`src/hdl/yuvbgra_pkg.sv`:
```
// Package for yuv420_pair_to_bgra: register indexes, reset values and datapath widths.
// Depends on nothing; imported by the top level.
package yuvbgra_pkg;

   // default fraction width of the fixed-point gains
   localparam int FRAC_BITS_DEFAULT = 14;

   // configuration port geometry
   localparam int CSR_INDEX_W = 3;
   localparam int CSR_DATA_W  = 16;

   // register indexes
   localparam logic [CSR_INDEX_W-1:0] REG_CHROMA_OFFSET     = 3'd0;
   localparam logic [CSR_INDEX_W-1:0] REG_LUMA_OFFSET       = 3'd1;
   localparam logic [CSR_INDEX_W-1:0] REG_LUMA_GAIN         = 3'd2;
   localparam logic [CSR_INDEX_W-1:0] REG_BLUE_FROM_U_GAIN  = 3'd3;
   localparam logic [CSR_INDEX_W-1:0] REG_GREEN_FROM_U_GAIN = 3'd4;
   localparam logic [CSR_INDEX_W-1:0] REG_GREEN_FROM_V_GAIN = 3'd5;
   localparam logic [CSR_INDEX_W-1:0] REG_RED_FROM_V_GAIN   = 3'd6;

   // register reset values
   localparam logic [7:0]  RST_CHROMA_OFFSET     = 8'd128;
   localparam logic [7:0]  RST_LUMA_OFFSET       = 8'd16;
   localparam logic [15:0] RST_LUMA_GAIN         = 16'd19071;
   localparam logic [15:0] RST_BLUE_FROM_U_GAIN  = 16'd33050;
   localparam logic [15:0] RST_GREEN_FROM_U_GAIN = 16'd6406;
   localparam logic [15:0] RST_GREEN_FROM_V_GAIN = 16'd13320;
   localparam logic [15:0] RST_RED_FROM_V_GAIN   = 16'd26149;

   // datapath widths: offset-removed sample, gain*sample product, green pair sum, channel sum
   localparam int DIFF_W = 9;
   localparam int PROD_W = 25;
   localparam int GSUM_W = 26;
   localparam int SUM_W  = 28;

   localparam logic [7:0] ALPHA_OPAQUE = 8'hFF;

   // one pixel's rounded channel sums
   typedef struct packed {
      logic signed [SUM_W-1:0] blue;
      logic signed [SUM_W-1:0] green;
      logic signed [SUM_W-1:0] red;
   } chan_sum_type;

endpackage

```
`src/hdl/yuv420_pair_to_bgra.sv`:
```
// Top level of yuv420_pair_to_bgra: 4:2:0 chroma pair plus two luma samples to two BGRA pixels.
// Depends on yuvbgra_pkg for register indexes, reset values and widths.
//
//   channel   ports                    beat accepted when
//   --------  -----------------------  ----------------------------------
//   request   start, busy, req_*       start high and busy low at a clock edge
//   response  rsp_strobe, rsp_*        rsp_strobe high, one cycle per beat
//   config    csr_write_enable, csr_*  csr_write_enable high at a clock edge
//
// A beat enters every cycle; busy is held low. Five register stages: offset removal,
// multiplication, green sum and luma rounding, channel sums, clamp and pack.
// A result strobes once its request beat has passed through all the register stages.
// Synchronous reset clears the stage valid bits and loads the register reset values.
// The receiver cannot stall, so the pipeline never holds.
module yuv420_pair_to_bgra #(
   parameter int FRAC_BITS = yuvbgra_pkg::FRAC_BITS_DEFAULT
) (
   input  logic                                clock,
   input  logic                                reset,
   input  logic                                start,
   output logic                                busy,
   input  logic [7:0]                          req_luma_first,
   input  logic [7:0]                          req_luma_second,
   input  logic [7:0]                          req_chroma_blue,
   input  logic [7:0]                          req_chroma_red,
   input  logic                                req_second_present,
   output logic                                rsp_strobe,
   output logic [31:0]                         rsp_pixel_first_bgra,
   output logic [31:0]                         rsp_pixel_second_bgra,
   output logic                                rsp_second_valid,
   input  logic                                csr_write_enable,
   input  logic [yuvbgra_pkg::CSR_INDEX_W-1:0] csr_index,
   input  logic [yuvbgra_pkg::CSR_DATA_W-1:0]  csr_write_data
);
   import yuvbgra_pkg::*;

   localparam logic signed [SUM_W-1:0] ROUND_HALF = SUM_W'(1) << (FRAC_BITS - 1);

   // configuration registers
   logic [7:0]  chroma_offset_ff, luma_offset_ff;
   logic [15:0] luma_gain_ff, blue_u_gain_ff, green_u_gain_ff, green_v_gain_ff, red_v_gain_ff;

   // write configuration; unknown indexes drop
   always_ff @(posedge clock) begin
      if (reset) begin
         chroma_offset_ff <= RST_CHROMA_OFFSET;
         luma_offset_ff   <= RST_LUMA_OFFSET;
         luma_gain_ff     <= RST_LUMA_GAIN;
         blue_u_gain_ff   <= RST_BLUE_FROM_U_GAIN;
         green_u_gain_ff  <= RST_GREEN_FROM_U_GAIN;
         green_v_gain_ff  <= RST_GREEN_FROM_V_GAIN;
         red_v_gain_ff    <= RST_RED_FROM_V_GAIN;
      end else if (csr_write_enable) begin
         case (csr_index)
            REG_CHROMA_OFFSET:     chroma_offset_ff <= csr_write_data[7:0];
            REG_LUMA_OFFSET:       luma_offset_ff   <= csr_write_data[7:0];
            REG_LUMA_GAIN:         luma_gain_ff     <= csr_write_data;
            REG_BLUE_FROM_U_GAIN:  blue_u_gain_ff   <= csr_write_data;
            REG_GREEN_FROM_U_GAIN: green_u_gain_ff  <= csr_write_data;
            REG_GREEN_FROM_V_GAIN: green_v_gain_ff  <= csr_write_data;
            REG_RED_FROM_V_GAIN:   red_v_gain_ff    <= csr_write_data;
            default: ;
         endcase
      end
   end

   assign busy = 1'b0;

   logic accept;
   assign accept = start && !busy;

   // valid bits of the stages
   logic s1_valid_ff, s2_valid_ff, s3_valid_ff, s4_valid_ff, out_valid_ff;

   always_ff @(posedge clock) begin
      if (reset) begin
         s1_valid_ff  <= 1'b0;
         s2_valid_ff  <= 1'b0;
         s3_valid_ff  <= 1'b0;
         s4_valid_ff  <= 1'b0;
         out_valid_ff <= 1'b0;
      end else begin
         s1_valid_ff  <= accept;
         s2_valid_ff  <= s1_valid_ff;
         s3_valid_ff  <= s2_valid_ff;
         s4_valid_ff  <= s3_valid_ff;
         out_valid_ff <= s4_valid_ff;
      end
   end

   // stage 1: remove offsets
   logic signed [DIFF_W-1:0] u_in, v_in, y0_in, y1_in;
   logic signed [DIFF_W-1:0] u_ff, v_ff, y0_ff, y1_ff;
   logic                     s1_second_ff;

   assign u_in  = $signed({1'b0, req_chroma_blue})  - $signed({1'b0, chroma_offset_ff});
   assign v_in  = $signed({1'b0, req_chroma_red})   - $signed({1'b0, chroma_offset_ff});
   assign y0_in = $signed({1'b0, req_luma_first})   - $signed({1'b0, luma_offset_ff});
   assign y1_in = $signed({1'b0, req_luma_second})  - $signed({1'b0, luma_offset_ff});

   always_ff @(posedge clock) begin
      u_ff         <= u_in;
      v_ff         <= v_in;
      y0_ff        <= y0_in;
      y1_ff        <= y1_in;
      s1_second_ff <= req_second_present;
   end

   // stage 2: six gain products
   logic signed [16:0] luma_gain_s, blue_u_gain_s, green_u_gain_s, green_v_gain_s, red_v_gain_s;
   logic signed [PROD_W-1:0] bterm_in, gu_in, gv_in, rterm_in, luma0_in, luma1_in;
   logic signed [PROD_W-1:0] bterm_ff, gu_ff, gv_ff, rterm_ff, luma0_ff, luma1_ff;
   logic                     s2_second_ff;

   assign luma_gain_s    = $signed({1'b0, luma_gain_ff});
   assign blue_u_gain_s  = $signed({1'b0, blue_u_gain_ff});
   assign green_u_gain_s = $signed({1'b0, green_u_gain_ff});
   assign green_v_gain_s = $signed({1'b0, green_v_gain_ff});
   assign red_v_gain_s   = $signed({1'b0, red_v_gain_ff});

   assign bterm_in = blue_u_gain_s * u_ff;
   assign gu_in    = green_u_gain_s * u_ff;
   assign gv_in    = green_v_gain_s * v_ff;
   assign rterm_in = red_v_gain_s * v_ff;
   assign luma0_in = luma_gain_s * y0_ff;
   assign luma1_in = luma_gain_s * y1_ff;

   always_ff @(posedge clock) begin
      bterm_ff     <= bterm_in;
      gu_ff        <= gu_in;
      gv_ff        <= gv_in;
      rterm_ff     <= rterm_in;
      luma0_ff     <= luma0_in;
      luma1_ff     <= luma1_in;
      s2_second_ff <= s1_second_ff;
   end

   // stage 3: negated green term, luma plus rounding half
   logic signed [GSUM_W-1:0] gterm_in, gterm_ff;
   logic signed [SUM_W-1:0]  lr0_in, lr1_in, lr0_ff, lr1_ff;
   logic signed [SUM_W-1:0]  bterm3_ff, rterm3_ff;
   logic                     s3_second_ff;

   assign gterm_in = -(GSUM_W'(gu_ff) + GSUM_W'(gv_ff));
   assign lr0_in   = SUM_W'(luma0_ff) + ROUND_HALF;
   assign lr1_in   = SUM_W'(luma1_ff) + ROUND_HALF;

   always_ff @(posedge clock) begin
      gterm_ff     <= gterm_in;
      lr0_ff       <= lr0_in;
      lr1_ff       <= lr1_in;
      bterm3_ff    <= SUM_W'(bterm_ff);
      rterm3_ff    <= SUM_W'(rterm_ff);
      s3_second_ff <= s2_second_ff;
   end

   // stage 4: channel sums of both pixels
   chan_sum_type px0_in, px1_in, px0_ff, px1_ff;
   logic         s4_second_ff;

   always_comb begin
      px0_in.blue  = lr0_ff + bterm3_ff;
      px0_in.green = lr0_ff + SUM_W'(gterm_ff);
      px0_in.red   = lr0_ff + rterm3_ff;
      px1_in.blue  = lr1_ff + bterm3_ff;
      px1_in.green = lr1_ff + SUM_W'(gterm_ff);
      px1_in.red   = lr1_ff + rterm3_ff;
   end

   always_ff @(posedge clock) begin
      px0_ff       <= px0_in;
      px1_ff       <= px1_in;
      s4_second_ff <= s3_second_ff;
   end

   // stage 5: shift, clamp to a byte, pack
   function automatic logic [7:0] to_byte(input logic signed [SUM_W-1:0] s);
      logic signed [SUM_W-1:0] q;
      q = s >>> FRAC_BITS;
      if (s < 0) begin
         to_byte = 8'd0;
      end else if (|q[SUM_W-1:8]) begin
         to_byte = 8'hFF;
      end else begin
         to_byte = q[7:0];
      end
   endfunction

   logic [31:0] pix0_in, pix1_in, pix0_ff, pix1_ff;
   logic        second_ff;

   assign pix0_in = {ALPHA_OPAQUE, to_byte(px0_ff.red), to_byte(px0_ff.green),
                     to_byte(px0_ff.blue)};
   assign pix1_in = s4_second_ff ? {ALPHA_OPAQUE, to_byte(px1_ff.red), to_byte(px1_ff.green),
                                    to_byte(px1_ff.blue)} : 32'd0;

   always_ff @(posedge clock) begin
      pix0_ff   <= pix0_in;
      pix1_ff   <= pix1_in;
      second_ff <= s4_second_ff;
   end

   assign rsp_strobe            = out_valid_ff;
   assign rsp_pixel_first_bgra  = pix0_ff;
   assign rsp_pixel_second_bgra = pix1_ff;
   assign rsp_second_valid      = second_ff;

   // every accepted beat produces a result strobe
   a_latency: assert property (@(posedge clock) disable iff (reset)
      accept |-> ##5 rsp_strobe)
      else $error("result beat missing five cycles after request");

   // a strobe always traces back to an accepted beat
   a_no_phantom: assert property (@(posedge clock) disable iff (reset)
      rsp_strobe |-> $past(accept, 5))
      else $error("result beat without a request");

   // the second flag follows its own beat through the pipeline
   a_second_flag: assert property (@(posedge clock) disable iff (reset)
      rsp_strobe |-> (rsp_second_valid == $past(req_second_present, 5)))
      else $error("second pixel flag mismatched");

   // a missing right pixel reads as zero
   a_second_zero: assert property (@(posedge clock) disable iff (reset)
      (rsp_strobe && !rsp_second_valid) |-> (rsp_pixel_second_bgra == 32'd0))
      else $error("absent second pixel not zero");

endmodule

```
`config.mk`:
```
export PLATFORM = sky130hd
export DESIGN_NAME = yuv420_pair_to_bgra
export DESIGN_NICKNAME = d
export VERILOG_FILES = /design/src/hdl/yuvbgra_pkg.sv /design/src/hdl/yuv420_pair_to_bgra.sv
export SDC_FILE = /design/constraint.sdc
export NUM_CORES = 2
export LEC_CHECK = 0
export ABC_CLOCK_PERIOD_IN_PS = 14500
export BUFFER_PORTS_ARGS = -buffer_cell sky130_fd_sc_hd__buf_4
export CAP_MARGIN = 20
export CORE_UTILIZATION = 45
export CTS_CLUSTER_DIAMETER = 150
export DETAILED_ROUTE_END_ITERATION = 16
export PLACE_DENSITY = 0.62
export SKIP_LAST_GASP = 1
export SLEW_MARGIN = 20
export SYNTH_ARGS = -nofsm -noshare
export SYNTH_HDL_FRONTEND = slang
export SYNTH_SLANG_ARGS = --single-unit
```
`constraint.sdc`:
```
create_clock -name clock -period 14.5 [get_ports clock]
set_input_delay 1.45 -clock clock [delete_from_list [all_inputs] [get_ports clock]]
set_output_delay 1.45 -clock clock [all_outputs]
set_load 0.02 [all_outputs]
```
* After elaboration in Yosys (flattened, before gate mapping)
Cells that the tools add are included. W data, S select, Z words.
Storage, ports and cells: bits in registers 638, input port bits 56, word-level logic and storage cells 105, output and inout port bits 67
Cells by class: equality and inequality tests 6, order comparisons 6, reductions and logical operators 17, muxes and demuxes 10, add/sub/neg operators 14, bitwise gates (word level) 1, $mul 6
Operators by type and width (number):
- $lt A27 B1 Y1 const B | 6
- $mul A17 B9 Y25 | 6
- $add A26 B25 Y27 | 4
- $mux W8 | 9
- $add A26 B26 Y27 | 2
- $add A25 B15 Y26 const B | 2
- $reduce_or A6 Y1 | 6
- $sub A8 B8 Y9 | 4
- $mux W32 | 1
- $add A25 B25 Y26 | 1
- $neg A26 Y26 | 1
- $reduce_and A2 Y1 | 7
- $eq A3 B3 Y1 const B | 3
- $eq A3 B2 Y1 const B | 2
- $reduce_or A2 Y1 | 3
- $eq A3 B1 Y1 const B | 1
- $logic_not A3 Y1 | 1
- $not A1 Y1 | 1

* Longest topological paths before layout
depth in word-level cells 4, depth in mapped cells 21, gate-level depth less buffers 19

* Worst setup path after synthesis
Ideal clock, no wire load.
kind reg2reg, from register v_ff[0], to register rterm_ff[18], path slack 9.366 ns, path buffers 1, cell stages (with the launch flop) 19, arrival time 5.062 ns, period minus slack after synthesis 5.134 ns, required time 14.428 ns, setup time 0.072 ns, path through dfxtp_1 clkbuf_1 nand2_1 fa_1 inv_1 fa_1 inv_1 fa_1 inv_1 fa_1 fa_1 ha_1 and2_1 a311o_1 o221ai_1 o21ai_1 or2_2 a41oi_1 xnor2_1
Between the ends: cells in the longest elaborated chain, start to end 1
RTL lines:
- from (decl) | RTL line yuv420_pair_to_bgra.sv:93 | logic signed [DIFF_W-1:0] u_ff, v_ff, y0_ff, y1_ff;
- from (signal assigned) | RTL line yuv420_pair_to_bgra.sv:103 | v_ff <= v_in;
- $mul A17 B9 Y25 | RTL line yuv420_pair_to_bgra.sv:124 | assign rterm_in = red_v_gain_s * v_ff;
- net rterm_in[18] | RTL line yuv420_pair_to_bgra.sv:111 | logic signed [PROD_W-1:0] bterm_in, gu_in, gv_in, rterm_in, luma0_in, luma1_in;
- to (signal assigned) | RTL line yuv420_pair_to_bgra.sv:132 | rterm_ff <= rterm_in;
- to (decl) | RTL line yuv420_pair_to_bgra.sv:112 | logic signed [PROD_W-1:0] bterm_ff, gu_ff, gv_ff, rterm_ff, luma0_ff, luma1_ff;
The timed path passes the listed nets, and every way through them passes these cells. A chain may end at the register's enable or synchronous reset.

* Final worst setup path
from register luma_gain_ff[7], to register luma0_ff[21]
Between the ends: cells in the longest elaborated chain, start to end 1
RTL lines:
- from (decl) | RTL line yuv420_pair_to_bgra.sv:41 | logic [15:0] luma_gain_ff, blue_u_gain_ff, green_u_gain_ff, green_v_gain_ff, red_v_gain_ff;
- from (signal assigned) | RTL line yuv420_pair_to_bgra.sv:57 | REG_LUMA_GAIN: luma_gain_ff <= csr_write_data;
- $mul A17 B9 Y25 | RTL line yuv420_pair_to_bgra.sv:125 | assign luma0_in = luma_gain_s * y0_ff;
- net luma0_in[21] | RTL line yuv420_pair_to_bgra.sv:111
- to (signal assigned) | RTL line yuv420_pair_to_bgra.sv:133 | luma0_ff <= luma0_in;
- to (decl) | RTL line yuv420_pair_to_bgra.sv:112
The timed path passes the listed nets, and every way through them passes these cells.

==> run summary <==
The run finished with clean final reports. The initial antenna violation count came to 4. The maximum net fanout on the critical path came out at 19.

The compound-gate portion of the synthesized area came out at 9.60%. Synthesis instantiated 78 different standard cells from the library. The global-route wire length before repair is 195,000 µm. TritonCTS built the clock tree. Buffers inserted to repair hold after CTS numbered 0.

Clock tree synthesis selected as its root buffer the cell clkbuf_16. The post-synthesis instance area came out at 49,000 µm². The analysis attributes to cell leakage a power of 25.9 nW. Traced cell by cell, the critical path runs through nand2_1 > fa_1 > inv_1 > fa_1 > inv_1 > fa_1 > inv_1 > fa_1 > ha_1 > ha_1 > nor2b_1 > o31ai_1 > a21oi_1 > o22a_1 > a221oi_1 > mux2i_1 > nand2_1. The most numerous cell type found on the critical path is fa_1.

Once the floorplan was initialized, standard cells occupied 45.6% of the core. The congestion estimate from routability-driven global placement came to 0.874. Among all flip-flop cells after synthesis, the most frequent one is dfxtp_1. Summed over all instances, the cell type with the most area after synthesis is fa_1. In this run, post-CTS repair resized a total of 0 instances. Dividing the detail-routed via count by the number of cells gives 5.21. The actual slew at the worst max-slew pin is 1.01 ns. The placement row count came out at 120. The area inside the core boundary came out at 108,000 µm². The arrival time of the worst setup path came out at 6.25 ns. Buffers added to address setup during post-CTS repair amount to 0. By area the synthesized netlist is led by fa_1, dfxtp_1, ha_1, and2_1, nand2_1.

The remaining number of nets flagged by the antenna check after routing is 0. The worst-case headroom to the max-slew limit came out at 32.1%. The longest individual stage delay on the worst path came out at 0.75 ns. The overall routing resource usage came out at 22.1%.

The number of remaining DRC errors came out at 0. The minimum setup slack after placement came out at 8.87 ns. The total global routing overflow came out at 0.

The number of fill cells is 10,270. STA classifies the critical path startpoint as a flip-flop. STA classifies the critical path endpoint as a flip-flop. In this run the deepest clock path goes through 3 buffers. Setup repair after global routing left no endpoint under its margin. The power per cell area is 253 nW/µm². The time the final worst path needs with I/O delays and setup is 5.70 ns. The maximum number of pins on one net before global-route repair is 57. Max-cap violations in this run came to 0. Relative to the synthesized area, the layout overhead comes to 8.36%. The clock tree synthesis step divided the H-tree into 2 levels. The per-instance average area after synthesis came out at 9.39 µm². The critical path is of the flip-flop to flip-flop type. The detailed-router iteration count before antenna repair is 7. The share of synthesized area in the top cell type comes to 24.5%.

The clock tree skew after final layout came out at 0.0185 ns. The number of hold violations in the final report was 0. Detailed placement finished with a half-perimeter wire length of 95,200 µm. The CTS buffer count is 61. The number of instances in the placed design came out at 6,557. The adder-cell area share of the yosys netlist is 40.4%.

The starting DRC count in detailed routing came out at 1,866. The fraction of registers with async set or reset after synthesis is 0%. The clock latency at the later pin of the worst-skew pair is 0.68 ns. Clock-pin slew was measured on the worst setup and hold paths at 0.06 ns. The number of standard cells in the final layout excluding fillers is 6,671. The average routed wire per standard cell came out at 18.0 µm. The die footprint is 110,000 µm².

The instance count of the mapped netlist came out at 5,221. The floorplan die height is 332 µm. The multiplexer share of the synthesized area came out at 0.217%. The Yosys step of the flow raised 0 warnings. For this block, the via count after detailed routing is 34,745. The count of clock tree sinks came out at 546. Counting flops and latches in the post-synthesis netlist gives 546. The maximum clock rate came out at 175 MHz. The slack of the worst reg-to-reg path came out at 8.80 ns. The path class of the tightest hold or removal check is flip-flop to flip-flop.

The share of layout cells above drive strength 1 is 5.14%. The die span in x came out at 332 µm. In this design, the largest share of critical-path delay is due to adder cells. Summed over all layers, the routed wires come to 120,000 µm.

The number of primary I/O pins came out at 123. The post-synthesis simple-gate area fraction is 17.3%. Input and output buffers added on the ports amount to 113. After layout, the worst setup slack is 8.80 ns. The final net count is 6,495.

The sequential element share of the synthesized area came out at 22.3%. Data on the critical path is required at its endpoint by 15.05 ns. The final max-slew violation count is 0. The setup violation total in the final timing report came out at 0.

The slowest stage of the critical path belongs to the cell dfxtp_1. The peak ir drop on the vdd network came out at 0.214 mV. After synthesis, the largest family of logic cells by area is adder cells. The number of global-route vias before repair came to 35,458. The area share of xor/xnor cells in the synthesized design is 4.06%.

In this run, synthesis inferred 0 flip-flops with an integrated enable. After layout, the worst path uses 39.3% of the clock period. The final setup TNS came out at 0 ns.

0 antenna diodes ended up in the layout. The buffering stage count on the worst path with inverters included is 3.
[path summary, 6_finish.rpt]
| kind | startpoint | endpoint | cells past startpoint |
|---|---|---|---|
| max | luma_gain_ff[7] | luma0_ff[21] | 17 |
| min | rterm_ff[16] | rterm3_ff[16] | 0 |
| max reg2reg | luma_gain_ff[7] | luma0_ff[21] | 17 |
| min reg2reg | rterm_ff[16] | rterm3_ff[16] | 0 |
[per-stage QoR]
| stage | power (mW) | hold slack, ns | util [%] | area (µm²) |
|---|---|---|---|---|
| 6_report | 13.4 | 0.323 | 49.4 | 53100 |
| 5_1_grt | 14.8 | 0.327 | 49.4 | 53100 |
| 4_1_cts | 13.5 | 0.323 | 49.4 | 53100 |
| 3_5_place_dp | 11.8 | 0.312 | 47.4 | 51000 |
| 3_3_place_gp | 11.7 | 0.310 | 47.4 | 51000 |
| 2_1_floorplan | 9.34 | 0.310 | - | 49000 |
[cells in the mapped netlist (62+ instances only)]
cell      count
inv_1       580
ha_1        623
xnor2_1     143
xor2_1       84
dfxtp_1     546
clkbuf_1    178
and2_1      432
nand2b_1     62
nor2_1      191
a21oi_1     249
fa_1        599
nor2b_1     121
a21o_1      102
nand2_1     647
o21ai_0     120
[power breakdown]
group          switching (mW)  internal, mW  total (mW)  leakage (nW)
Sequential              0.477          2.21        2.69          4.57
Combinational            5.15          3.98        9.13          20.3
Clock                   0.677         0.942        1.62          1.03
[metal layers]
layer  wire, µm  track usage, %
met1      55400            30.1
met2      55000            36.5
met3       6630            3.30
met4       3010            6.15
met5          0               0
[registers in the layout (all words and copies together) (netlist names), 24 cells and up]
name,count
gv_ff,25
px0_ff,39
lr0_ff,26
rsp_pixel_first_bgra,24
rterm3_ff,25
gu_ff,25
rterm_ff,25
luma1_ff,25
rsp_pixel_second_bgra,25
lr1_ff,26
luma0_ff,25
bterm_ff,25
px1_ff,39
bterm3_ff,25
gterm_ff,26
[layout by cell type (no fill, tap or decap), types with 62 or more instances in the layout]
cell type and instances:
a21o_1 102, a21oi_1 249, and2_1 432, buf_4 135, dfxtp_1 545, fa_1 599, ha_1 623, inv_1 580
nand2_1 647, nand2b_1 62, nor2_1 190, nor2b_1 121, o21ai_0 120, xnor2_1 143, xor2_1 84
[cells by family (layout without fill, tap and decap cells)]
kind of cell	count (synthesis)	after routing
and+or+nand+nor	1691	1691
adders and majority gates	1222	1222
buffers and inverters	789	829
AOI/OAI and AO/OA	734	734
DFF	546	546
xor gates and xnor gates	227	227
muxes	10	10
other	2	9
[area by class of cell]
class	count	area, µm²	share of cell area (%)
multi-input cells	3893	35100	66.1
clock inverters	39	483	0.909
well taps	1403	1760	3.30
clock buffers	75	1650	3.10
inverters	580	2180	4.10
repair buffers	135	1010	1.91
flip-flops and latches	546	10900	20.6
Power figures use the tool's default switching activity.
